[config.mk]
export PLATFORM = sky130hd
export DESIGN_NAME = frtr_ram
export DESIGN_NICKNAME = d
export VERILOG_FILES = /design/src/sv/fourth_rank_tensor_rotation_core_macros.svh /design/src/sv/frtr_ram.sv
export SDC_FILE = /design/constraint.sdc
export NUM_CORES = 1
export LEC_CHECK = 0
export BUFFER_PORTS_ARGS = -buffer_cell sky130_fd_sc_hd__buf_2
export CAP_MARGIN = 20
export CORE_AREA = 2 2 203 205
export DETAILED_ROUTE_END_ITERATION = 12
export DIE_AREA = 0 0 205 207
export PLACE_DENSITY = 0.76
export SLEW_MARGIN = 20
export SYNTH_ARGS = -nofsm -noshare
export SYNTH_HDL_FRONTEND = slang
export SYNTH_SLANG_ARGS = --single-unit
[constraint.sdc]
create_clock -name aclk -period 3.4 [get_ports aclk]
set_input_delay 0.17 -clock aclk [delete_from_list [all_inputs] [get_ports aclk]]
set_output_delay 0.17 -clock aclk [all_outputs]
set_load 0.1 [all_outputs]
[src/sv/fourth_rank_tensor_rotation_core_macros.svh]
// Assertion macros shared by the tensor rotation RTL.
`ifndef FOURTH_RANK_TENSOR_ROTATION_CORE_MACROS_SVH
`define FOURTH_RANK_TENSOR_ROTATION_CORE_MACROS_SVH
`ifndef SYNTHESIS
`define FRTR_ASSERT_IMP(lbl, ante, cons) \
    lbl: assert property (@(posedge aclk) disable iff (!aresetn) (ante) |-> (cons)) \
        else $error("frtr check failed");
`define FRTR_ASSERT_NXT(lbl, ante, cons) \
    lbl: assert property (@(posedge aclk) disable iff (!aresetn) (ante) |=> (cons)) \
        else $error("frtr check failed");
`else
`define FRTR_ASSERT_IMP(lbl, ante, cons)
`define FRTR_ASSERT_NXT(lbl, ante, cons)
`endif
`endif

[src/sv/frtr_ram.sv]
// Generic memory with one write port and one registered read port.
`timescale 1ns / 1ps
module frtr_ram #(
    parameter int WIDTH = 32,
    parameter int DEPTH = 16
) (
    input  logic                     aclk,
    input  logic                     wr_en,
    input  logic [$clog2(DEPTH)-1:0] wr_addr,
    input  logic [WIDTH-1:0]         wr_data,
    input  logic [$clog2(DEPTH)-1:0] rd_addr,
    output logic [WIDTH-1:0]         rd_data
);

    logic [WIDTH-1:0] mem_reg [DEPTH];
    logic [WIDTH-1:0] rd_data_reg;

    always_ff @(posedge aclk) begin
        if (wr_en) begin
            mem_reg[wr_addr] <= wr_data;
        end
        rd_data_reg <= mem_reg[rd_addr];
    end

    assign rd_data = rd_data_reg;

endmodule

# ---- Yosys cells after proc, flatten, opt, wreduce, memory -nomap -nowiden
# Memories as Yosys holds them, arrays and structs flattened. A register that Yosys moved wholly into a read port is not among the register bits.
# Cells that the tools add are included.
dict set report op_classes {
  muxes 2
}
# operator n
set ops {}
lappend ops {{1-bit two-way mux} 2}
dict set report totals {
  regBits 0
  mem_bits_rw 512
  input_bits 42
  out_inout_bits 32
  memories 1
}
# memory depth width rd rd_clocked_by_memory_dff write_ports line_no
set memory_table {}
lappend memory_table {mem_reg 16 32 1 1 1 frtr_ram.sv:15} ;# logic [WIDTH-1:0] mem_reg [DEPTH];

# ---- Depth between registers and ports, before layout
dict set report logic_depth {
  depth_word 2
  ltp_mapped 5
  depth_no_buf 3
}

# ---- Least setup slack after synthesis
# No wires, ideal clock.
dict set report synth_path {
  path_kind {input port to flip-flop}
  from {input wr_addr[2]}
  to {memory mem_reg[0][0], enable pin}
  setup_time_ps 461
  arrival_ps 2888
  required_time_ps 2939
  path_slack_ps 50
  cell_stages 2
  path_buffers 0
  path_cell_list {or3b_2 nor3_1}
}
# element line_no
set synth_rtl {}
lappend synth_rtl {{start: declaration} frtr_ram.sv:9} ;# input logic [$clog2(DEPTH)-1:0] wr_addr,
lappend synth_rtl {{end: declaration} frtr_ram.sv:15}
# Straight into the memory's write port.

# ---- Worst setup path after layout
dict set report layout_path {
  from {input wr_addr[2]}
  to {memory mem_reg[3][20], enable pin}
}
# Straight into the memory's write port.

==> metrics.md <==
| Metric | Value |
|---|---|
| Post-synth top area share | `0.774` |
| Setup crit start kind | `primary input` |
| Fin crit period | `between 1.5 and 2 ns` |
| Initial antenna violation count | `1` |
| CP endpoint kind | `flop` |
| Worst Hold Class | `in -> reg` |
| Via Count | `around 9200` |
| All-Layer GR Usage | `0.197` |
| Share of layout cells above drive strength 1 | `0.321` |
| Port buffer count | `73` |
| Router iterations before antenna repair | `9` |
| PnR worst setup slack | `between 1.5 and 2 ns` |
| Final hold vios | `0` |
| Reg clk slew, reported paths | `around 0.06 ns` |
| Largest net degree at the start of global routing | `43` |
| Maximum VDD drop | `0.365 mV` |
| Clock share of power | `0.415` |
| Fin nets | `between 1000 and 1500` |
| Post-place setup slack | `~1.1 ns` |
| Status | `complete, no violations` |
| Synthesized area | `about 0.02 mm^2` |
| Slowest cell on the critical path | `nor2_4` |
| H-tree Lvls | `2` |
| I/O pin cnt | `74` |
| Total CTS buffers | `50` |
| RSZ-0062 raised after global routing | `no` |
| Max Cap Violations | `0` |
| Yosys warning count | `0` |
| CTS tree | `built` |
| Sw power | `0.00312 W` |
| Skew final | `roughly 0.013 ns` |
| Vias in the first global route | `9630` |
| Final period utilization | `0.498` |
| Wire length per cell | `26.3 um` |
| Flop-to-flop setup slack | `slightly below 2 ns` |
| DRC | `0` |
| Final non-filler cell total | `approximately 1600` |
| Largest cells by area after synthesis | `edfxtp_1, mux4_2, dfxtp_1, a22oi_1, nand2_1` |
| First-pass GRT wire length | `between 60000 and 70000 um` |
| CP Class | `in -> reg` |
| CP required | `~3.7 ns` |
| Crit path max fanout | `24` |
| Row count | `74` |
| Slew margin rel. | `0.229` |
| Synth Register Bits | `around 540` |
| P_int | `around 0.012 W` |
| Die Width | `205 um` |
| Max reg flops | `slightly above 500` |
| Cell area power density | `630 mW/mm^2` |
| Fin. max-slew vios | `0` |
| DRT iter0 DRCs | `931` |
| Grt total ovfl | `0` |
| Vias per cell | `between 5 and 6` |
| CP Cell Sequence | `buf_2, or3b_2, nor2_4, buf_4` |
| Sw Share | `0.213` |
| Netlist cell types | `18` |
| Hpwl dp | `about 20000 um` |
| Post-synth top area cell | `edfxtp_1` |
| Die area | `approximately 0.042 mm^2` |
| Setup_tns | `0 ns` |
| Worst EP arrival | `between 1.5 and 2 ns` |
| Final setup viols | `0` |
| CTS resizes | `0` |
| Reg-to-reg startpoint | `mem_reg[2][15]` |
| CTS Sinks | `544` |
| Core area | `0.0404 mm^2` |
| Cell count after synthesis | `between 800 and 900` |
| Crit path to | `mem_reg[3][20]` |
| Area growth syn-to-layout | `16.9%` |
| Max Root-Sink Buffers | `3` |
| Routed Antenna Nets | `0` |
| R2R cell count | `3` |
| GPL Wtd Cong | `between 0.7 and 0.8` |
| Worst path max stage delay | `about 0.74 ns` |
| Tightest Pin Transition | `~1.2 ns` |
| R2R Path End | `rd_data[15]` |
| CTS Root Cell | `clkbuf_16` |
| Die H | `about 210 um` |
| CP startpoint | `wr_addr[2]` |
| Dpl cells | `roughly 1400` |
| Avg Inst Size Synth | `around 24 um^2` |
| DRT Wirelength | `around 41000 um` |
| Starting Density | `0.492` |
| Seq/Total Area, Yosys | `0.807` |
| Post-Syn Nets | `between 800 and 900` |
| Leak pwr | `7.51 nW` |
| Worst skew pair latency | `between 0.5 and 0.6 ns` |
| Combinational power share | `0.068` |
| Fmax | `0.591 GHz` |
| Share of power burned in registers | `0.516` |
## cells by family (layout without fill, tap and decap cells)
family,Yosys count,count (layout),synth area share
buffers and inverters,43,223,0.0112
other,0,1,0
multiplexers,128,128,0.145
AO/OA/AOI/OAI,64,64,0.0242
flip-flops,544,544,0.807
AND/OR/NAND/NOR,59,59,0.0127
## synthesized netlist by cell type
cell / n
nor2b_1: 2
nand3b_1: 2
buf_6: 2
buf_1: 9
nor3_1: 4
nand3_1: 1
mux4_2: 128
or3b_2: 1
nand2_1: 33
buf_2: 4
edfxtp_1: 512
nor2_1: 13
nand2b_1: 2
clkbuf_1: 17
a22oi_1: 64
dfxtp_1: 32
and2_1: 1
buf_4: 11
## power by group through the flow
stage	clock network, W	logic, W	registers, W
4_1_cts	0.00613	0.00101	0.00755
3_3_place_gp	0	0.000952	0.00768
3_5_place_dp	0	0.000966	0.00769
6_report	0.00607	0.00100	0.00755
2_1_floorplan	0	0.000360	0.00800
5_1_grt	0.00636	0.00106	0.00756
## cells in the final DEF (no fill, tap or decap), types with 4 or more instances in the layout
cell type and n:
buf_4 19, buf_2 71, clkbuf_16 53, dlygate4sd3_1 32, bufinv_16 11, nor3_2 4
clkbuf_1 7, clkinv_2 12, buf_12 7, clkinv_1 6, nand2_1 33, dfxtp_1 32
nor2_4 13, a22oi_1 64, mux4_2 128, edfxtp_1 512
## timing repair
action / 4_1_cts / 5_1_grt
buffers inserted: 0 / 0
hold buffers: 32 / 0
hold endpoints to repair: 511 / 0
## worst max-delay path, delay by kind of cell
kind                   cells  cell delay, ns
and+or+nand+nor            2            1.34
buffers and inverters      2            0.43
## per-layer routing
layer,routed length [um],share of wire,track usage,up-vias
li1,-,-,-,3837
met2,20100,0.49,0.308,458
met4,906,0.022,0.0581,0
met3,3680,0.090,0.0463,69
met1,16000,0.39,0.278,4857
met5,0,0,0,-
## worst min-delay path by stage
stage	start	to	slack (ns)	depth (start not counted)
after global placement	wr_data[22]	mem_reg[14][22]	0.54	1
final	rd_addr[2]	rd_data[5]	0.20	4
after CTS	rd_addr[3]	rd_data[20]	0.32	4
after floorplan	wr_data[0]	mem_reg[0][0]	0.27	0
after global routing	rd_addr[2]	rd_data[5]	0.23	4
after detailed placement	wr_data[13]	mem_reg[12][13]	0.55	1
## final cells by class
class / count / area, um^2
timing repair buffer: 130 / 972
multi-input combinational: 251 / 3750
sequential: 544 / 16000
tap: 532 / 666
clock buffer: 62 / 1380
fill: 2877 / 17200
antenna: 1 / 2.50
clock inverter: 31 / 432
## per-stage QoR
step           instance area (um^2)  total power, W  utilization  hold WS, ns
2_1_floorplan                 19900         0.00836            -        0.269
3_3_place_gp                  21100         0.00863        0.522        0.543
3_5_place_dp                  21100         0.00866        0.522        0.553
4_1_cts                       23200          0.0147        0.575        0.317
5_1_grt                       23200          0.0150        0.575        0.228
6_report                      23200          0.0146        0.575        0.202
Note: power is estimated with default switching activity, not from simulation.
