## config.mk

```make
export PLATFORM = sky130hd
export DESIGN_NAME = frtr_dp
export DESIGN_NICKNAME = d
export VERILOG_FILES = /design/src/sv/fourth_rank_tensor_rotation_core_macros.svh /design/src/sv/frtr_pkg.sv /design/src/sv/frtr_dp.sv
export SDC_FILE = /design/constraint.sdc
export NUM_CORES = 2
export LEC_CHECK = 0
export BUFFER_PORTS_ARGS = -buffer_cell sky130_fd_sc_hd__buf_2
export CAP_MARGIN = 40
export CORE_UTILIZATION = 60
export CTS_BUF_LIST = sky130_fd_sc_hd__clkbuf_16
export DETAILED_ROUTE_END_ITERATION = 10
export PLACE_DENSITY = 0.76
export SLEW_MARGIN = 20
export SYNTH_ARGS = -nofsm -noshare
export SYNTH_HDL_FRONTEND = slang
export SYNTH_SLANG_ARGS = --single-unit
```

## constraint.sdc

```tcl
create_clock -name aclk -period 20.3 [get_ports aclk]
set_clock_uncertainty 0.1 [all_clocks]
set_input_delay 2.03 -clock aclk [delete_from_list [all_inputs] [get_ports aclk]]
set_output_delay 2.03 -clock aclk [all_outputs]
set_load 0.03 [all_outputs]
```

## src/sv/fourth_rank_tensor_rotation_core_macros.svh

```systemverilog
// Assertion macros shared by the tensor rotation RTL.
`ifndef FOURTH_RANK_TENSOR_ROTATION_CORE_MACROS_SVH
`define FOURTH_RANK_TENSOR_ROTATION_CORE_MACROS_SVH
`ifndef SYNTHESIS
`define FRTR_ASSERT_IMP(lbl, ante, cons) \
    lbl: assert property (@(posedge aclk) disable iff (!aresetn) (ante) |-> (cons)) \
        else $error("frtr check failed");
`define FRTR_ASSERT_NXT(lbl, ante, cons) \
    lbl: assert property (@(posedge aclk) disable iff (!aresetn) (ante) |=> (cons)) \
        else $error("frtr check failed");
`else
`define FRTR_ASSERT_IMP(lbl, ante, cons)
`define FRTR_ASSERT_NXT(lbl, ante, cons)
`endif
`endif

```

## src/sv/frtr_pkg.sv

```systemverilog
// Shared constants, types and index helpers for the tensor rotation core.
`timescale 1ns / 1ps
package frtr_pkg;

    localparam int DIMENSION  = 3;
    localparam int RANK       = 4;
    localparam int ROT_SIZE   = DIMENSION * DIMENSION;
    localparam int TEN_SIZE   = ROT_SIZE * ROT_SIZE;
    localparam int ROT_AW     = $clog2(ROT_SIZE);
    localparam int TEN_AW     = $clog2(TEN_SIZE);
    localparam int DIG_W      = $clog2(DIMENSION);
    localparam int PASS_W     = $clog2(RANK);

    localparam int IDX_W      = 7;
    localparam int VAL_W      = 32;
    localparam int REQ_W      = 2;

    localparam int S_TDATA_W  = ((IDX_W + VAL_W + 7) / 8) * 8;
    localparam int S_TUSER_W  = REQ_W;
    localparam int M_TDATA_W  = ((IDX_W + VAL_W + 7) / 8) * 8;
    localparam int M_TUSER_W  = 1;

    localparam int LIMB_W     = 32;
    localparam int LIMBS      = 6;
    localparam int TERM_LIMBS = RANK + 1;
    localparam int LIMB_IW    = $clog2(TERM_LIMBS);
    localparam int ACC_W      = LIMBS * LIMB_W;
    localparam int FRAC_DROP  = RANK * 30;
    localparam int HI_W       = ACC_W - FRAC_DROP;

    localparam logic [VAL_W-1:0] SAT_POS = {1'b0, {(VAL_W-1){1'b1}}};
    localparam logic [VAL_W-1:0] SAT_NEG = {1'b1, {(VAL_W-1){1'b0}}};

    localparam int unsigned PLACE [RANK] = '{DIMENSION * DIMENSION * DIMENSION,
                                             DIMENSION * DIMENSION, DIMENSION, 1};

    typedef enum logic [REQ_W-1:0] {
        REQ_ROT_WR = 2'd0,
        REQ_TEN_WR = 2'd1,
        REQ_READ   = 2'd2
    } req_type_t;

    typedef enum logic [2:0] {
        ST_IDLE,
        ST_LOAD,
        ST_INIT,
        ST_MUL,
        ST_FETCH,
        ST_ACC,
        ST_ROUND,
        ST_DONE
    } state_t;

    typedef logic [RANK-1:0][DIG_W-1:0] digits_t;

    typedef struct packed {
        logic               clear;
        logic               init;
        logic               fetch;
        logic               mul;
        logic               last_limb;
        logic [LIMB_IW-1:0] limb;
        logic               acc;
        logic               round;
    } dp_cmd_t;

    function automatic digits_t split_index(input logic [IDX_W-1:0] idx);
        logic [IDX_W-1:0] rem;
        digits_t          dg;
        rem = idx;
        dg  = '0;
        for (int p = 0; p < RANK; p++) begin
            for (int k = 1; k < DIMENSION; k++) begin
                if (32'(rem) >= k * PLACE[p]) begin
                    dg[p] = DIG_W'(k);
                end
            end
            rem = rem - IDX_W'(32'(dg[p]) * PLACE[p]);
        end
        return dg;
    endfunction

    function automatic digits_t incr_digits(input digits_t d);
        digits_t r;
        logic    carry;
        r     = d;
        carry = 1'b1;
        for (int p = RANK - 1; p >= 0; p--) begin
            if (carry) begin
                if (r[p] == DIG_W'(DIMENSION - 1)) begin
                    r[p] = '0;
                end else begin
                    r[p]  = r[p] + 1'b1;
                    carry = 1'b0;
                end
            end
        end
        return r;
    endfunction

    function automatic logic [ROT_AW-1:0] rot_addr(input logic [DIG_W-1:0] row,
                                                   input logic [DIG_W-1:0] col);
        return ROT_AW'(ROT_AW'(row) * ROT_AW'(DIMENSION) + ROT_AW'(col));
    endfunction

    function automatic logic [VAL_W-1:0] mag32(input logic [VAL_W-1:0] v);
        return v[VAL_W-1] ? (VAL_W'(0) - v) : v;
    endfunction

endpackage

```

## src/sv/frtr_dp.sv

```systemverilog
// Shared multiply-accumulate datapath: term build, wide accumulate, round and clip.
`timescale 1ns / 1ps
module frtr_dp (
    input  logic                         aclk,
    input  frtr_pkg::dp_cmd_t            cmd,
    input  logic [frtr_pkg::VAL_W-1:0]   ten_rd_data,
    input  logic [frtr_pkg::VAL_W-1:0]   rot_rd_data,
    output logic [frtr_pkg::VAL_W-1:0]   res_value,
    output logic                         res_sat
);
    import frtr_pkg::*;

    logic [TERM_LIMBS-1:0][LIMB_W-1:0] term_reg, term_next;
    logic [LIMB_W-1:0]                 carry_reg, carry_next;
    logic [LIMB_W-1:0]                 f_reg, f_next;
    logic                              sign_reg, sign_next;
    logic [ACC_W-1:0]                  acc_reg, acc_next;
    logic [VAL_W-1:0]                  res_value_reg, res_value_next;
    logic                              res_sat_reg, res_sat_next;

    logic [LIMB_W-1:0]   term_sel;
    logic [LIMB_W-1:0]   carry_in;
    logic [2*LIMB_W-1:0] mul_full;
    logic [2*LIMB_W-1:0] mac_sum;
    logic [HI_W-1:0]     hi_sum;
    logic                fits;

    always_comb begin
        term_sel = term_reg[cmd.limb];
        carry_in = (cmd.limb == '0) ? '0 : carry_reg;
        mul_full = term_sel * f_reg;
        mac_sum  = mul_full + {{LIMB_W{1'b0}}, carry_in};
        hi_sum   = acc_reg[ACC_W-1:FRAC_DROP] + HI_W'(acc_reg[FRAC_DROP-1]);
        fits     = (hi_sum[HI_W-1:VAL_W-1] == '0) || (hi_sum[HI_W-1:VAL_W-1] == '1);

        term_next      = term_reg;
        carry_next     = carry_reg;
        f_next         = f_reg;
        sign_next      = sign_reg;
        acc_next       = acc_reg;
        res_value_next = res_value_reg;
        res_sat_next   = res_sat_reg;

        if (cmd.clear) begin
            acc_next = '0;
        end
        if (cmd.init) begin
            term_next    = '0;
            term_next[0] = mag32(ten_rd_data);
            f_next       = mag32(rot_rd_data);
            sign_next    = ten_rd_data[VAL_W-1] ^ rot_rd_data[VAL_W-1];
        end
        if (cmd.fetch) begin
            f_next    = mag32(rot_rd_data);
            sign_next = sign_reg ^ rot_rd_data[VAL_W-1];
        end
        if (cmd.mul) begin
            term_next[cmd.limb] = mac_sum[LIMB_W-1:0];
            carry_next          = mac_sum[2*LIMB_W-1:LIMB_W];
            if (cmd.last_limb) begin
                term_next[LIMB_IW'(cmd.limb + 1'b1)] = mac_sum[2*LIMB_W-1:LIMB_W];
            end
        end
        if (cmd.acc) begin
            acc_next = sign_reg ? (acc_reg - ACC_W'(term_reg)) : (acc_reg + ACC_W'(term_reg));
        end
        if (cmd.round) begin
            res_sat_next   = !fits;
            res_value_next = fits ? hi_sum[VAL_W-1:0] : (hi_sum[HI_W-1] ? SAT_NEG : SAT_POS);
        end
    end

    always_ff @(posedge aclk) begin
        term_reg      <= term_next;
        carry_reg     <= carry_next;
        f_reg         <= f_next;
        sign_reg      <= sign_next;
        acc_reg       <= acc_next;
        res_value_reg <= res_value_next;
        res_sat_reg   <= res_sat_next;
    end

    assign res_value = res_value_reg;
    assign res_sat   = res_sat_reg;

endmodule

```

# After elaboration in Yosys (flattened, before gate mapping)
# Index checks and enable logic that the tools add are counted.
# word_totals
reg_bits	450
inputBits	75
output_inout_bits	33
elab_cells	57
# op_classes
addsub	7
multipliers	1
n_lt_le_gt_ge	4
n_eq_ne	1
n_mux	23
bitwise_logic	2
n_reduce_logical	8
# op_table
cell	count
$mux W192	3
$mux W160	3
$bwmux W160	2
$mux W32	10
$add A192 B160 Y192	1
$demux W32 S3	2
$sub A192 B160 Y192	1
$bmux W32 S3	1
$add A72 B1 Y72	1
$add A64 B32 Y64	1
$mul A32 B32 Y64	1
$sub A1 B32 Y32 const A	2
$eq A41 B41 Y1 const B	1
$logic_not A41 Y1	1
$lt A3 B4 Y1 const B	2
$ge A3 B1 Y1 const B	2
$reduce_bool A2 Y1	2
$add A3 B1 Y3 const B	1
$logic_not A3 Y1	1
$logic_and A1 B1 Y1	2
$mux W1	2
$xor A1 B1 Y1	2
$logic_not A1 Y1	1
$logic_or A1 B1 Y1	1

# Depth between registers and ports, before layout
# logic_depth
ltp_word	8
mapped_depth	36
depth_no_buf	33

# Worst setup path before layout
# OpenSTA, ideal clock, no wires.
# synth_path
path_type	input port to flip-flop
from	in cmd[2] in the netlist's numbering
to	reg carry_reg[27] (data pin)
setup_time_ns	0.266
t_arrival_ns	11.074
t_required_ns	19.934
slack_ns	8.860
path_stages	34
n_path_buf	4
cell_sequence	clkbuf_1 > buf_1 > mux4_2 > a22o_1 > clkbuf_1 > and2_1 > fa_1 > inv_1 > fa_1 > inv_1 > fa_1 > inv_1 > fa_1 > inv_1 > fa_1 > fa_1 > fa_1 > inv_1 > fa_1 > inv_1 > ha_1 > clkbuf_1 > a21o_1 > a21oi_1 > nor2b_1 > o211a_1 > a32o_1 > a31o_2 > or2_2 > a21oi_1 > o41ai_1 > a21oi_1 > xor2_1 > inv_1
# synth_via
elab_chain_cells	4
word_cells_on_any_way	6
cone_classes	1 x add/sub; 1 x mul; 3 x mux; 1 x reduce/logical
# synth_rtl
element	line	text
start: declaration	frtr_dp.sv:5	input frtr_pkg::dp_cmd_t cmd,
$bmux W32 S3	frtr_dp.sv:29	term_sel = term_reg[cmd.limb];
$mux W32 (not written as such)	frtr_dp.sv:29	
$mul A32 B32 Y64	frtr_dp.sv:31	mul_full = term_sel * f_reg;
$add A64 B32 Y64 *	frtr_dp.sv:32	mac_sum = mul_full + {{LIMB_W{1'b0}}, carry_in};
net mac_sum[59]	frtr_dp.sv:24	logic [2*LIMB_W-1:0] mac_sum;
end signal: assignment	frtr_dp.sv:75	carry_reg <= carry_next;
end: declaration	frtr_dp.sv:14	logic [LIMB_W-1:0] carry_reg, carry_next;
# The timed path passes the listed nets; every way through them passes the cells marked *. The select of a mux whose other input is x is not followed.
# A chain may end at the register's enable or synchronous reset.

# Final worst setup path
# layout_path
from	in cmd[4] in the netlist's numbering
to	reg carry_reg[30] (data pin)
# Same word-level chain as after synthesis.

==> impl_results.md <==
- Max stage delay on crit path: 0.74 ns
- Setup TNS: 0 ns
- IO buf count: 107
- Yosys reg bits: 450
- Worst-Margin Slew: 1.03 ns
- Mapped Nets: 10,145
- Tot GR Track Use: 43.9%
- PostCTS Resize Cnt: 0
- Seq/Total Area, Yosys: 16.3%
- Post-Syn Area: 73,100 µm²
- P&R area growth vs syn: 6.06%
- Final wirelength: 269 mm
- Max-Cap Viols: 0
- Inserted Clock Buffers: 57
- Worst skew pair latency: 0.72 ns
- Mean Syn Cell Area: 8.42 µm²
- Initial DRC count: 8,556
- Number of synthesized flops with an enable pin: 290
- FF/Latch Area: 11,900 µm²
- Slew headroom: 31.2%
- CP Data Arrival Time: 13.06 ns
- Multi-input logic area: 55,100 µm²
- Final ANT Viol Nets: 0
- RSZ-0062 raised after global routing: false
- Fillers: 10,409
- Crit start category: input pin
- IO Count: 108
- Yosys Warn Count: 0
- Max clock buf depth: 3
- Ys flop type: edfxtp_1
- Achievable frequency: 78.3 MHz
- Largest net degree at the start of global routing: 73
- Crit Path Category: input pin to register
- Routed wire per std cell: 26.3 µm
- CP max-delay cell: a2111oi_0
- First-pass GRT wire length: 405 mm
- Status: completed
- H-tree levels: 2
- Avg Vias per Cell: 6.47
- HPWL Detailed: 209 mm
- Fin nets: 10,008
- Setup Buffers After CTS: 0
- Post-route clock period utilization: 62.9%
- Ys async rst share: 0%
- Worst Hold Class: register to register
- Final min period: 12.77 ns
- DR pass1 iterations: 7
- Vias in the first global route: 65,494
- Die area: 123,000 µm²
- Reg2reg setup slack: 9.43 ns
- Worst hold slack: 0.502 ns
- GPL Wtd Cong: 1.11
- Synth cell types: 95
- Die height: 351 µm
- Cts hold-fix bufs: 0
- Core Area: 120,000 µm²
- Share of layout cells above drive strength 1: 5.85%
- Critical Path RT: 20.60 ns
- Starting Density: 60.7%
- Final routed DRC violation total: 0
- Initial antenna violation count: 28
- Vias: 66,170
- Slew Viols, Final: 0
- Syn Inst Count: 8,680
- Max reg flops: 192
- Crit-path max FO: 36
- TritonCTS clock tree: yes
- Clock transition at path regs: 0.06 ns
- Root Buffer Master: clkbuf_16
- Row count: 127
- GRT overflow: 0
- CP most frequent cell: fa_1
- Clk sinks: 450
- Crit. End Element: register
- Final setup fails: 0
- Final hold violations: 0
- Die X: 351 µm
layout make-up:
type	count	share of cell area (%)
multi-input combinational	6580	71.1
sequential	450	15.4
inverter	1170	5.67
timing repair buffer	284	2.69
tap	1612	2.60
clock buffer	63	2.03
clock inverter	45	0.502
antenna	20	0.0645
kinds of logic (layout without fill, tap and decap cells):
group                      count (synthesis)  count (layout)  synth area share (%)
buffers and inverters                   1650            1562                  8.49
DFF                                      450             450                  16.3
muxes                                     76              76                  1.59
other                                      0              20                     0
xor gates and xnor gates                 501             501                  6.00
AOI/OAI and AO/OA                       1734            1734                  14.7
and+or+nand+nor                         2879            2879                  19.6
adders and majority gates               1390            1390                  33.3
worst paths after layout:
kind                 startpoint  cells after the start             to
setup / recovery         cmd[4]                     32  carry_reg[30]
hold / removal    term_reg[128]                      2  term_reg[128]
setup reg to reg   term_reg[42]                     30  carry_reg[30]
hold reg to reg   term_reg[128]                      2  term_reg[128]
synthesized netlist by cell type (50+ instances only):
master | number | area share (%)
a21oi_1 | 647 | 4.4
inv_1 | 1167 | 6.0
o22ai_1 | 78 | 0.67
o21bai_1 | 76 | 0.78
o21ai_0 | 302 | 2.1
nand4_1 | 153 | 1.3
dfxtp_1 | 160 | 4.4
nor2_1 | 598 | 3.1
nand3_1 | 102 | 0.70
ha_1 | 461 | 7.9
a21o_1 | 161 | 1.7
o21a_1 | 50 | 0.51
nor3_1 | 136 | 0.93
edfxtp_1 | 290 | 12
a31oi_1 | 65 | 0.56
xor2_1 | 149 | 1.8
fa_1 | 929 | 25
clkbuf_1 | 459 | 2.4
and2_1 | 680 | 5.8
a221oi_1 | 52 | 0.62
nand2_1 | 887 | 4.6
xnor2_1 | 352 | 4.2
routing by layer:
metal  vias to the layer above  wire length (µm)  GRT usage, %
met5                         -               126             0
met3                       968             32000          12.4
met4                        18             17200          24.2
met2                      4117            117000          66.5
li1                      28582                 -             -
met1                     32485            102000          56.6
placed cells by master, fill, tap and decap left out, types with 50 or more instances in the layout:
cell | synthesis | layout
o21bai_1 | 76 | 76
a221oi_1 | 52 | 52
xor2_1 | 149 | 147
nand3_1 | 102 | 102
a31oi_1 | 65 | 64
xnor2_1 | 352 | 348
and2_1 | 680 | 680
nor3_1 | 136 | 135
a21o_1 | 161 | 161
nand2_1 | 887 | 887
dfxtp_1 | 160 | 160
nor2_1 | 598 | 598
clkbuf_16 | 0 | 63
ha_1 | 461 | 461
buf_4 | 0 | 147
inv_1 | 1167 | 1170
buf_2 | 5 | 114
o22ai_1 | 78 | 78
o21a_1 | 50 | 50
fa_1 | 929 | 929
nand4_1 | 153 | 153
o21ai_0 | 302 | 301
edfxtp_1 | 290 | 290
a21oi_1 | 647 | 644
metrics by stage:
step / utilization, % / instances / setup WS (ns) / area (µm²)
final: 64.4 / 10224 / 7.53 / 77500
after CTS: 64.2 / 10189 / 8.02 / 77300
after global placement: 62.2 / 10047 / 7.36 / 74900
after detailed placement: 62.5 / 10081 / 7.37 / 75300
after floorplan: - / 8680 / 8.86 / 73100
after global routing: 64.4 / 10210 / 7.16 / 77500
worst max-delay path: cells and delay by family:
kind	cells	cell delay (ns)
adders and majority gates	9	4.70
and+or+nand+nor	3	1.49
buffers and inverters	11	1.96
muxes	1	0.13
AOI/OAI and AO/OA	8	2.70
Power is left out: the tool's default activity adds up to more than one toggle a clock period on the data nets, which glitch-free logic cannot reach.
