$ cat config.mk
export PLATFORM = sky130hd
export DESIGN_NAME = frtr_ctrl
export DESIGN_NICKNAME = d
export VERILOG_FILES = /design/src/sv/frtr_pkg.sv /design/src/sv/frtr_ctrl.sv
export VERILOG_INCLUDE_DIRS = /design/src /design/src/sv
export SDC_FILE = /design/constraint.sdc
export NUM_CORES = 1
export LEC_CHECK = 0
export BUFFER_PORTS_ARGS = -buffer_cell sky130_fd_sc_hd__buf_4
export CORE_MARGIN = 10
export CORE_UTILIZATION = 53
export CTS_CLUSTER_SIZE = 8
export DETAILED_ROUTE_END_ITERATION = 12
export PLACE_DENSITY = 0.82
export SKIP_LAST_GASP = 1
export SLEW_MARGIN = 20
export SYNTH_ARGS = -nofsm -noshare
export SYNTH_HDL_FRONTEND = slang
export SYNTH_SLANG_ARGS = --single-unit
export TNS_END_PERCENT = 1
$ cat constraint.sdc
create_clock -name aclk -period 6.08 [get_ports aclk]
set_input_delay 1.216 -clock aclk [delete_from_list [all_inputs] [get_ports aclk]]
set_output_delay 1.216 -clock aclk [all_outputs]
set_load 0.02 [all_outputs]
$ cat src/sv/fourth_rank_tensor_rotation_core_macros.svh
// Assertion macros shared by the tensor rotation RTL.
`ifndef FOURTH_RANK_TENSOR_ROTATION_CORE_MACROS_SVH
`define FOURTH_RANK_TENSOR_ROTATION_CORE_MACROS_SVH
`ifndef SYNTHESIS
`define FRTR_ASSERT_IMP(lbl, ante, cons) \
    lbl: assert property (@(posedge aclk) disable iff (!aresetn) (ante) |-> (cons)) \
        else $error("frtr check failed");
`define FRTR_ASSERT_NXT(lbl, ante, cons) \
    lbl: assert property (@(posedge aclk) disable iff (!aresetn) (ante) |=> (cons)) \
        else $error("frtr check failed");
`else
`define FRTR_ASSERT_IMP(lbl, ante, cons)
`define FRTR_ASSERT_NXT(lbl, ante, cons)
`endif
`endif

$ cat src/sv/frtr_pkg.sv
// Shared constants, types and index helpers for the tensor rotation core.
`timescale 1ns / 1ps
package frtr_pkg;

    localparam int DIMENSION  = 3;
    localparam int RANK       = 4;
    localparam int ROT_SIZE   = DIMENSION * DIMENSION;
    localparam int TEN_SIZE   = ROT_SIZE * ROT_SIZE;
    localparam int ROT_AW     = $clog2(ROT_SIZE);
    localparam int TEN_AW     = $clog2(TEN_SIZE);
    localparam int DIG_W      = $clog2(DIMENSION);
    localparam int PASS_W     = $clog2(RANK);

    localparam int IDX_W      = 7;
    localparam int VAL_W      = 32;
    localparam int REQ_W      = 2;

    localparam int S_TDATA_W  = ((IDX_W + VAL_W + 7) / 8) * 8;
    localparam int S_TUSER_W  = REQ_W;
    localparam int M_TDATA_W  = ((IDX_W + VAL_W + 7) / 8) * 8;
    localparam int M_TUSER_W  = 1;

    localparam int LIMB_W     = 32;
    localparam int LIMBS      = 6;
    localparam int TERM_LIMBS = RANK + 1;
    localparam int LIMB_IW    = $clog2(TERM_LIMBS);
    localparam int ACC_W      = LIMBS * LIMB_W;
    localparam int FRAC_DROP  = RANK * 30;
    localparam int HI_W       = ACC_W - FRAC_DROP;

    localparam logic [VAL_W-1:0] SAT_POS = {1'b0, {(VAL_W-1){1'b1}}};
    localparam logic [VAL_W-1:0] SAT_NEG = {1'b1, {(VAL_W-1){1'b0}}};

    localparam int unsigned PLACE [RANK] = '{DIMENSION * DIMENSION * DIMENSION,
                                             DIMENSION * DIMENSION, DIMENSION, 1};

    typedef enum logic [REQ_W-1:0] {
        REQ_ROT_WR = 2'd0,
        REQ_TEN_WR = 2'd1,
        REQ_READ   = 2'd2
    } req_type_t;

    typedef enum logic [2:0] {
        ST_IDLE,
        ST_LOAD,
        ST_INIT,
        ST_MUL,
        ST_FETCH,
        ST_ACC,
        ST_ROUND,
        ST_DONE
    } state_t;

    typedef logic [RANK-1:0][DIG_W-1:0] digits_t;

    typedef struct packed {
        logic               clear;
        logic               init;
        logic               fetch;
        logic               mul;
        logic               last_limb;
        logic [LIMB_IW-1:0] limb;
        logic               acc;
        logic               round;
    } dp_cmd_t;

    function automatic digits_t split_index(input logic [IDX_W-1:0] idx);
        logic [IDX_W-1:0] rem;
        digits_t          dg;
        rem = idx;
        dg  = '0;
        for (int p = 0; p < RANK; p++) begin
            for (int k = 1; k < DIMENSION; k++) begin
                if (32'(rem) >= k * PLACE[p]) begin
                    dg[p] = DIG_W'(k);
                end
            end
            rem = rem - IDX_W'(32'(dg[p]) * PLACE[p]);
        end
        return dg;
    endfunction

    function automatic digits_t incr_digits(input digits_t d);
        digits_t r;
        logic    carry;
        r     = d;
        carry = 1'b1;
        for (int p = RANK - 1; p >= 0; p--) begin
            if (carry) begin
                if (r[p] == DIG_W'(DIMENSION - 1)) begin
                    r[p] = '0;
                end else begin
                    r[p]  = r[p] + 1'b1;
                    carry = 1'b0;
                end
            end
        end
        return r;
    endfunction

    function automatic logic [ROT_AW-1:0] rot_addr(input logic [DIG_W-1:0] row,
                                                   input logic [DIG_W-1:0] col);
        return ROT_AW'(ROT_AW'(row) * ROT_AW'(DIMENSION) + ROT_AW'(col));
    endfunction

    function automatic logic [VAL_W-1:0] mag32(input logic [VAL_W-1:0] v);
        return v[VAL_W-1] ? (VAL_W'(0) - v) : v;
    endfunction

endpackage

$ cat src/sv/frtr_ctrl.sv
// Sequencer: walks source terms, factor passes and limbs of the shared multiplier.
`timescale 1ns / 1ps
`include "fourth_rank_tensor_rotation_core_macros.svh"
module frtr_ctrl (
    input  logic                          aclk,
    input  logic                          aresetn,
    input  logic                          start_read,
    input  logic                          oor,
    input  logic [frtr_pkg::IDX_W-1:0]    tgt_idx,
    input  logic                          out_free,
    output logic                          ready,
    output logic                          out_load,
    output logic [frtr_pkg::TEN_AW-1:0]   ten_rd_addr,
    output logic [frtr_pkg::ROT_AW-1:0]   rot_rd_addr,
    output frtr_pkg::dp_cmd_t             cmd
);
    import frtr_pkg::*;

    state_t             state_reg, state_next;
    digits_t            tgt_reg, tgt_next;
    digits_t            src_reg, src_next;
    logic [TEN_AW-1:0]  s_reg, s_next;
    logic [PASS_W-1:0]  fp_reg, fp_next;
    logic [PASS_W-1:0]  p_reg, p_next;
    logic [LIMB_IW-1:0] n_reg, n_next;
    logic               last_reg, last_next;

    always_ff @(posedge aclk) begin
        if (!aresetn) begin
            state_reg <= ST_IDLE;
            tgt_reg   <= '0;
            src_reg   <= '0;
            s_reg     <= '0;
            fp_reg    <= '0;
            p_reg     <= '0;
            n_reg     <= '0;
            last_reg  <= 1'b0;
        end else begin
            state_reg <= state_next;
            tgt_reg   <= tgt_next;
            src_reg   <= src_next;
            s_reg     <= s_next;
            fp_reg    <= fp_next;
            p_reg     <= p_next;
            n_reg     <= n_next;
            last_reg  <= last_next;
        end
    end

    always_comb begin
        state_next    = state_reg;
        tgt_next      = tgt_reg;
        src_next      = src_reg;
        s_next        = s_reg;
        fp_next       = fp_reg;
        p_next        = p_reg;
        n_next        = n_reg;
        last_next     = last_reg;
        ready         = 1'b0;
        out_load      = 1'b0;
        cmd           = '0;
        cmd.limb      = n_reg;
        cmd.last_limb = (n_reg == LIMB_IW'(p_reg));

        unique case (state_reg)
            ST_IDLE: begin
                ready = 1'b1;
                if (start_read) begin
                    cmd.clear  = 1'b1;
                    tgt_next   = split_index(tgt_idx);
                    src_next   = '0;
                    s_next     = '0;
                    fp_next    = '0;
                    p_next     = '0;
                    n_next     = '0;
                    last_next  = 1'b0;
                    state_next = oor ? ST_ROUND : ST_LOAD;
                end
            end
            ST_LOAD: begin
                state_next = ST_INIT;
            end
            ST_INIT: begin
                cmd.init   = 1'b1;
                fp_next    = fp_reg + 1'b1;
                state_next = ST_MUL;
            end
            ST_MUL: begin
                cmd.mul = 1'b1;
                if (cmd.last_limb) begin
                    n_next = '0;
                    if (p_reg == PASS_W'(RANK - 1)) begin
                        p_next     = '0;
                        fp_next    = '0;
                        src_next   = incr_digits(src_reg);
                        s_next     = s_reg + 1'b1;
                        last_next  = (s_reg == TEN_AW'(TEN_SIZE - 1));
                        state_next = ST_ACC;
                    end else begin
                        p_next     = p_reg + 1'b1;
                        state_next = ST_FETCH;
                    end
                end else begin
                    n_next = n_reg + 1'b1;
                end
            end
            ST_FETCH: begin
                cmd.fetch  = 1'b1;
                fp_next    = fp_reg + 1'b1;
                state_next = ST_MUL;
            end
            ST_ACC: begin
                cmd.acc    = 1'b1;
                state_next = last_reg ? ST_ROUND : ST_INIT;
            end
            ST_ROUND: begin
                cmd.round  = 1'b1;
                state_next = ST_DONE;
            end
            ST_DONE: begin
                if (out_free) begin
                    out_load   = 1'b1;
                    state_next = ST_IDLE;
                end
            end
        endcase
    end

    assign ten_rd_addr = s_reg;
    assign rot_rd_addr = rot_addr(tgt_reg[fp_reg], src_reg[fp_reg]);

    `FRTR_ASSERT_IMP(a_term_starts_at_first_factor, state_reg == ST_INIT, fp_reg == '0)
    `FRTR_ASSERT_IMP(a_limb_within_pass, state_reg == ST_MUL, n_reg <= LIMB_IW'(p_reg))
    `FRTR_ASSERT_IMP(a_acc_after_last_pass, state_reg == ST_ACC, $past(state_reg) == ST_MUL)

endmodule

### After elaboration in Yosys (flattened, before gate mapping)

Cells that the tools add are included.

| word-level totals | value |
|---|---|
| input port bits | 12 |
| logic and storage cells | 151 |
| flip-flop bits (word level) | 34 |

| operators by class | value |
|---|---|
| equality and inequality tests | 21 |
| order comparisons | 9 |
| $mul | 4 |
| reductions and logical operators | 13 |
| multiplexer cells | 78 |
| add/subtract/negate cells | 12 |

Operators by type and width:

| cell | number |
|---|---|
| 2-bit 2-to-1 mux | 24 |
| 1-bit 2-to-1 mux | 32 |
| 8-bit 2-to-1 mux | 3 |
| 3-bit 2-to-1 mux | 7 |
| 7-bit 2-to-1 mux | 3 |
| 3-bit one-hot mux with 7 select lines | 1 |
| 8-bit one-hot mux with 2 select lines | 1 |
| 5-bit AND reduction | 3 |
| 7-bit by 2-bit >= comparator with 1-bit output, second input constant | 2 |
| 7-bit by 5-bit >= comparator with 1-bit output, second input constant | 2 |
| 2-bit != test, second input constant | 7 |
| 7-bit one-hot mux with 2 select lines | 1 |
| 2-bit by 1-bit adder with 2-bit output, second input constant | 6 |
| 3-bit == test, second input constant | 4 |
| 2-bit == test, second input constant | 5 |
| 2-bit binary-select mux with 2-bit select | 2 |
| 2-bit by 2-bit multiplier with 4-bit output, second input constant | 2 |
| 4-bit AND reduction | 2 |
| 7-bit by 1-bit adder with 7-bit output, second input constant | 1 |
| 7-bit == test, second input constant | 1 |
| 7-bit by 1-bit >= comparator with 1-bit output, second input constant | 1 |
| 7-bit by 3-bit >= comparator with 1-bit output, second input constant | 1 |
| 7-bit by 4-bit >= comparator with 1-bit output, second input constant | 1 |
| 7-bit by 6-bit >= comparator with 1-bit output, second input constant | 1 |
| other kinds (21) | 24 |

### Longest topological paths before layout

| depth | value |
|---|---|
| depth after elaboration | 24 |
| mapped depth | 29 |

### Worst setup path before layout

No wires, ideal clock.

| timing | value |
|---|---|
| path kind | input to register |
| start | input tgt_idx[4] (netlist bit) |
| end | register tgt_reg[7] (netlist bit) |
| buffers on the path | 0 |
| setup time | 0.133 ns |
| arrival | 6.442 ns |
| setup slack | -0.495 ns |
| stages | 23 |
| cell sequence | nand2_1 -> o21ai_0 -> inv_1 -> nor2_1 -> ha_1 -> ha_1 -> o21a_1 -> or3_1 -> a21o_1 -> a211oi_1 -> inv_1 -> ha_1 -> inv_1 -> ha_1 -> or4_1 -> a21o_1 -> or3_1 -> fa_1 -> nand2b_1 -> o2bb2ai_1 -> xnor3_1 -> nor3_1 -> a31oi_1 |

| on the way | value |
|---|---|
| word-level cells in the longest chain between the ends | 23 |
| elaborated cells on any way between the ends | 26 |
| those cells by class | add/sub: 3; mul: 3; order compare: 7; mux: 13 |

RTL lines:

| what | line | RTL |
|---|---|---|
| start, declared | frtr_ctrl.sv:9 | `input logic [frtr_pkg::IDX_W-1:0] tgt_idx,` |
| 7-bit by 5-bit >= comparator with 1-bit output | frtr_pkg.sv:74 | `if (32'(rem) >= k * PLACE[p]) begin` |
| 1-bit 2-to-1 mux | frtr_pkg.sv:74 |  |
| 2-bit 2-to-1 mux | frtr_pkg.sv:74 |  |
| 2-bit 2-to-1 mux | frtr_ctrl.sv:68 | `if (start_read) begin` |
| 2-bit 2-to-1 mux | frtr_ctrl.sv:65 | `unique case (state_reg)` |
| 2-bit by 5-bit multiplier with 7-bit output | frtr_pkg.sv:78 | `rem = rem - IDX_W'(32'(dg[p]) * PLACE[p]);` |
| 7-bit subtractor (*) | frtr_pkg.sv:78 |  |
| 7-bit by 4-bit >= comparator with 1-bit output | frtr_pkg.sv:74 |  |
| (+7 left out) | -- |  |
| 1-bit 2-to-1 mux | frtr_pkg.sv:74 |  |
| 2-bit 2-to-1 mux | frtr_pkg.sv:74 |  |
| 2-bit 2-to-1 mux | frtr_ctrl.sv:68 |  |
| 2-bit 2-to-1 mux | frtr_ctrl.sv:65 |  |
| 2-bit by 2-bit multiplier with 4-bit output | frtr_pkg.sv:78 |  |
| 7-bit by 4-bit subtractor with 7-bit output (*) | frtr_pkg.sv:78 |  |
| 7-bit by 2-bit >= comparator with 1-bit output (*) | frtr_pkg.sv:74 |  |
| 2-bit 2-to-1 mux (*) | frtr_pkg.sv:74 |  |
| end signal, assigned | frtr_ctrl.sv:40 | `tgt_reg <= tgt_next;` |
| end, declared | frtr_ctrl.sv:20 | `digits_t tgt_reg, tgt_next;` |

Mark *: on every way between the ends. The rest lies on a longest branch, timed or not. The select of a mux whose other input is x is not followed.
A chain may end at the register's enable or synchronous reset.

### Worst setup path in the final report

| timing | value |
|---|---|
| start | input tgt_idx[5] (netlist bit) |
| end | register tgt_reg[6] (netlist bit) |

| on the way | value |
|---|---|
| word-level cells in the longest chain between the ends | 24 |
| elaborated cells on any way between the ends | 28 |
| those cells by class | add/sub: 3; mul: 3; order compare: 8; mux: 14 |

RTL lines:

| what | line |
|---|---|
| 7-bit by 5-bit >= comparator with 1-bit output | frtr_pkg.sv:74 |
| 1-bit 2-to-1 mux | frtr_pkg.sv:74 |
| 2-bit 2-to-1 mux | frtr_pkg.sv:74 |
| 2-bit 2-to-1 mux | frtr_ctrl.sv:68 |
| 2-bit 2-to-1 mux | frtr_ctrl.sv:65 |
| 2-bit by 5-bit multiplier with 7-bit output | frtr_pkg.sv:78 |
| 7-bit subtractor (*) | frtr_pkg.sv:78 |
| 7-bit by 4-bit >= comparator with 1-bit output | frtr_pkg.sv:74 |
| (+8 left out) | -- |
| 2-bit 2-to-1 mux | frtr_pkg.sv:74 |
| 2-bit 2-to-1 mux | frtr_ctrl.sv:68 |
| 2-bit 2-to-1 mux | frtr_ctrl.sv:65 |
| 2-bit by 2-bit multiplier with 4-bit output | frtr_pkg.sv:78 |
| 7-bit by 4-bit subtractor with 7-bit output (*) | frtr_pkg.sv:78 |
| 7-bit by 1-bit >= comparator with 1-bit output | frtr_pkg.sv:74 |
| 1-bit 2-to-1 mux | frtr_pkg.sv:74 |
| 2-bit 2-to-1 mux (*) | frtr_pkg.sv:74 |

Marked as above.

==> summary.md <==
| Metric | Value |
|---|---|
| Run status | complete, no violations |
| RSZ-0062 raised after global routing | yes |
| Synth Flop Type | dfxtp_1 |
| Via count | 3020 |
| Worst Hold Depth | 2 |
| Final Cycle Share | 99.4% |
| Clock transition at path regs | 0.07 ns |
| CTS tree | yes |
| Register-to-Register Path Depth | 6 |
| Vias in the first global route | 2886 |
| EDFF count, synth | 0 |
| Synth warn | 0 |
| Highest-delay cell along the critical path | or4_4 |
| Synth Area in Adders | 15.4% |
| Mux contribution to synthesized area | 3.77% |
| Compound-Gate Fraction of Synth Area | 18.6% |
| Die area | 0.00888 sq mm |
| Final setup violation count | 0 |
| Combinational family with the most area after synthesis | simple AND/OR/NAND/NOR gates |
| Max Cap Violations | 0 |
| Average size of a mapped cell | 7.96 sq um |
| Layout cells sized above 1 | 35.5% |
| Slowest Stage Delay on Critical Path | 0.48 ns |
| Worst path arrival time | 6.23 ns |
| Syn_nets | 412 |
| Xor-xnor portion of the synthesized cell area | 6.73% |
| Final HPWL DP | 5870 microns |
| Final net count | 489 |
| RD Place Congestion | 0.889 |
| Core region area | 0.00524 sq mm |
| Commonest non-fill, non-tap cell in the layout | buf_4 |
| Area leader, netlist | dfxtp_1 |
| Rel. slew slack | 40.6% |
| Synth Area in Simple Gates | 24.9% |
| Final cell count without fillers | 515 |
| H-tree levels | 2 |
| R2R Path End | src_reg[3] |
| Largest net degree at the start of global routing | 20 |
| Tightest Pin Transition | 0.882 ns |
| Hold Crit Endpoint | tgt_reg[0] |
| Synth Register Bits | 34 |
| Final Hold Slack | 0.477 ns |
| Worst R2R Start | p_reg[0] |
| Leakage power | 1.72 nW |
| Final Max Slew Viols | 0 |
| WL/cell | 15.9 microns |
| Mapped Area | 0.00292 sq mm |
| Core Rows | 26 |
| Min cycle time layout | 6.04 ns |
| Setup Skew | 0.00653 ns |
| Crit end category | flip-flop |
| Endpoints failing hold | 0 |
| Drt first-iter violations | 286 |
| # clock sinks | 34 |
| Die height | 94.2 microns |
| Cells after DPL | 502 |
| Routed Antenna Nets | 0 |
| Register area share after synthesis | 23.3% |
| Global-route wire length before repair | 12800 microns |
| Hold path start | tgt_reg[0] |
| Total GRT Usage | 17.2% |
| Post-Route WL | 8170 microns |
| Synth-to-Final Area Change | 36.6% |
| Die Wd | 94.2 microns |
| Num CTS Buffers | 5 |
| Crit path kind | in -> reg |
| Initial antenna violation count | 0 |
| Vias per std cell | 5.86 |
| Antenna cells | 0 |
| Hold buffers post-CTS | 0 |
| Cells taking the most area after synthesis | dfxtp_1 23%, ha_1 12%, inv_1 5.5% |
| PortBufs | 34 |
| Commonest cells after routing, fill and taps aside | 79 x buf_4, 34 x inv_1, 34 x dfxtp_1 |
| Initial Utilization | 55.8% |
| # IOs | 35 |
| Root buffer cell | clkbuf_8 |
| DRC | 0 |
| Share of the synthesized area in the top cell type | 23.3% |
| Worst vdd ir | 216 uV |
| Worst Path Max Fanout | 4 |
| Fmax achieved | 0.165 GHz |
| Async set or reset register ratio after synthesis | 0% |
| Min-Delay Path Class | reg -> reg |
| Filler Cell Count | 334 |
| Clock latency on the worst-skew pair | 0.29 ns |
| Setup crit start kind | input pin |
| Worst EP required | 6.26 ns |
| Power per Cell Area | 360 mW/mm^2 |
| Router iterations before antenna repair | 5 |
| Syn Inst Count | 367 |
| Unique cell type count in the Yosys netlist | 66 |
| Grt ovf | 0 |
| CTS max path bufs | 2 |
| FF-to-FF setup slack | 3.60 ns |
==> synth_stat cells, types with 3 or more instances <==
library cell / instances
inv_1: 43
and3_1: 5
nand2_1: 31
nand4_1: 4
nor3_1: 10
nor2_1: 22
a31oi_1: 5
fa_1: 5
ha_1: 28
or3_1: 9
o21a_1: 6
xnor2_1: 7
clkbuf_1: 8
xor2_1: 11
nand3_1: 16
o21ai_0: 19
a21o_1: 3
mux4_2: 4
dfxtp_1: 34
or4_1: 7
a21oi_1: 28
nor3b_1: 3
nand2b_1: 5
or2_2: 3
==> worst max-delay path, delay by kind of cell <==
family	cells	cell delay, ns
AO/OA/AOI/OAI	6	0.94
buffers and inverters	4	0.35
XOR/XNOR	1	0.20
adder cells (fa/ha/maj)	5	1.46
AND/OR/NAND/NOR	10	2.02
==> worst max-delay path by stage <==
stage	start	endpoint	cells past startpoint	slack [ns]
final	tgt_idx[5]	tgt_reg[6]	26	0.04
after global routing	tgt_idx[4]	tgt_reg[6]	28	-0.14
after CTS	tgt_idx[1]	tgt_reg[6]	30	0.01
after detailed placement	tgt_idx[1]	tgt_reg[6]	28	-0.33
after global placement	tgt_idx[1]	tgt_reg[6]	28	-0.22
after floorplan	tgt_idx[1]	tgt_reg[6]	25	-0.08
==> final cells by class <==
type | instances | area, sq um | share of cell area, %
Clock buffer | 7 | 76.3 | 1.91
Clock inverter | 1 | 30.0 | 0.753
Inverter | 44 | 165 | 4.14
Multi-Input combinational cell | 278 | 2330 | 58.5
Sequential cell | 34 | 681 | 17.1
Tap cell | 70 | 87.6 | 2.20
Timing Repair Buffer | 81 | 616 | 15.4
==> cell families after synthesis <==
family          count (synthesis)
xor+xnor                       20
flops                          34
buf+inv                        55
mux                             6
other cells                     1
simple gates                  134
fa+ha+maj                      33
compound gates                 84
==> layer usage <==
layer  vias up  GRT usage, %  wire length (microns)
met1      1425          21.2                   3300
met2       125          29.8                   4250
met5         -             0                      0
li1       1453             -                      -
met4         0          3.42                    114
met3        17          3.68                    503
==> stage by stage <==
stage | util [%] | total power (W) | area [sq um] | setup slack, ns | TNS [ns]
2_1_floorplan | - | 0.000838 | 3090 | -0.0806 | -0.154
3_3_place_gp | 70.8 | 0.00111 | 3710 | -0.215 | -0.424
3_5_place_dp | 70.8 | 0.00113 | 3710 | -0.332 | -0.656
4_1_cts | 73.3 | 0.00135 | 3840 | 0.0132 | 0
5_1_grt | 76.2 | 0.00153 | 3990 | -0.139 | -0.271
6_report | 76.2 | 0.00143 | 3990 | 0.0350 | 0
==> power breakdown <==
group	internal (W)	switching, W	total (W)
registers	0.000241	0.0000390	0.000280
clock network	0.000123	0.0000825	0.000205
logic	0.000484	0.000466	0.000950
total	0.000847	0.000588	0.00143
==> repair_timing <==
| action | in CTS | in global routing |
|---|---|---|
| resized for setup | 4 | 24 |
| buffers inserted | 1 | 4 |
| endpoints found under the setup margin | 2 | 2 |
| pin swaps | 7 | 19 |
Note: power is estimated with default switching activity, not from simulation.
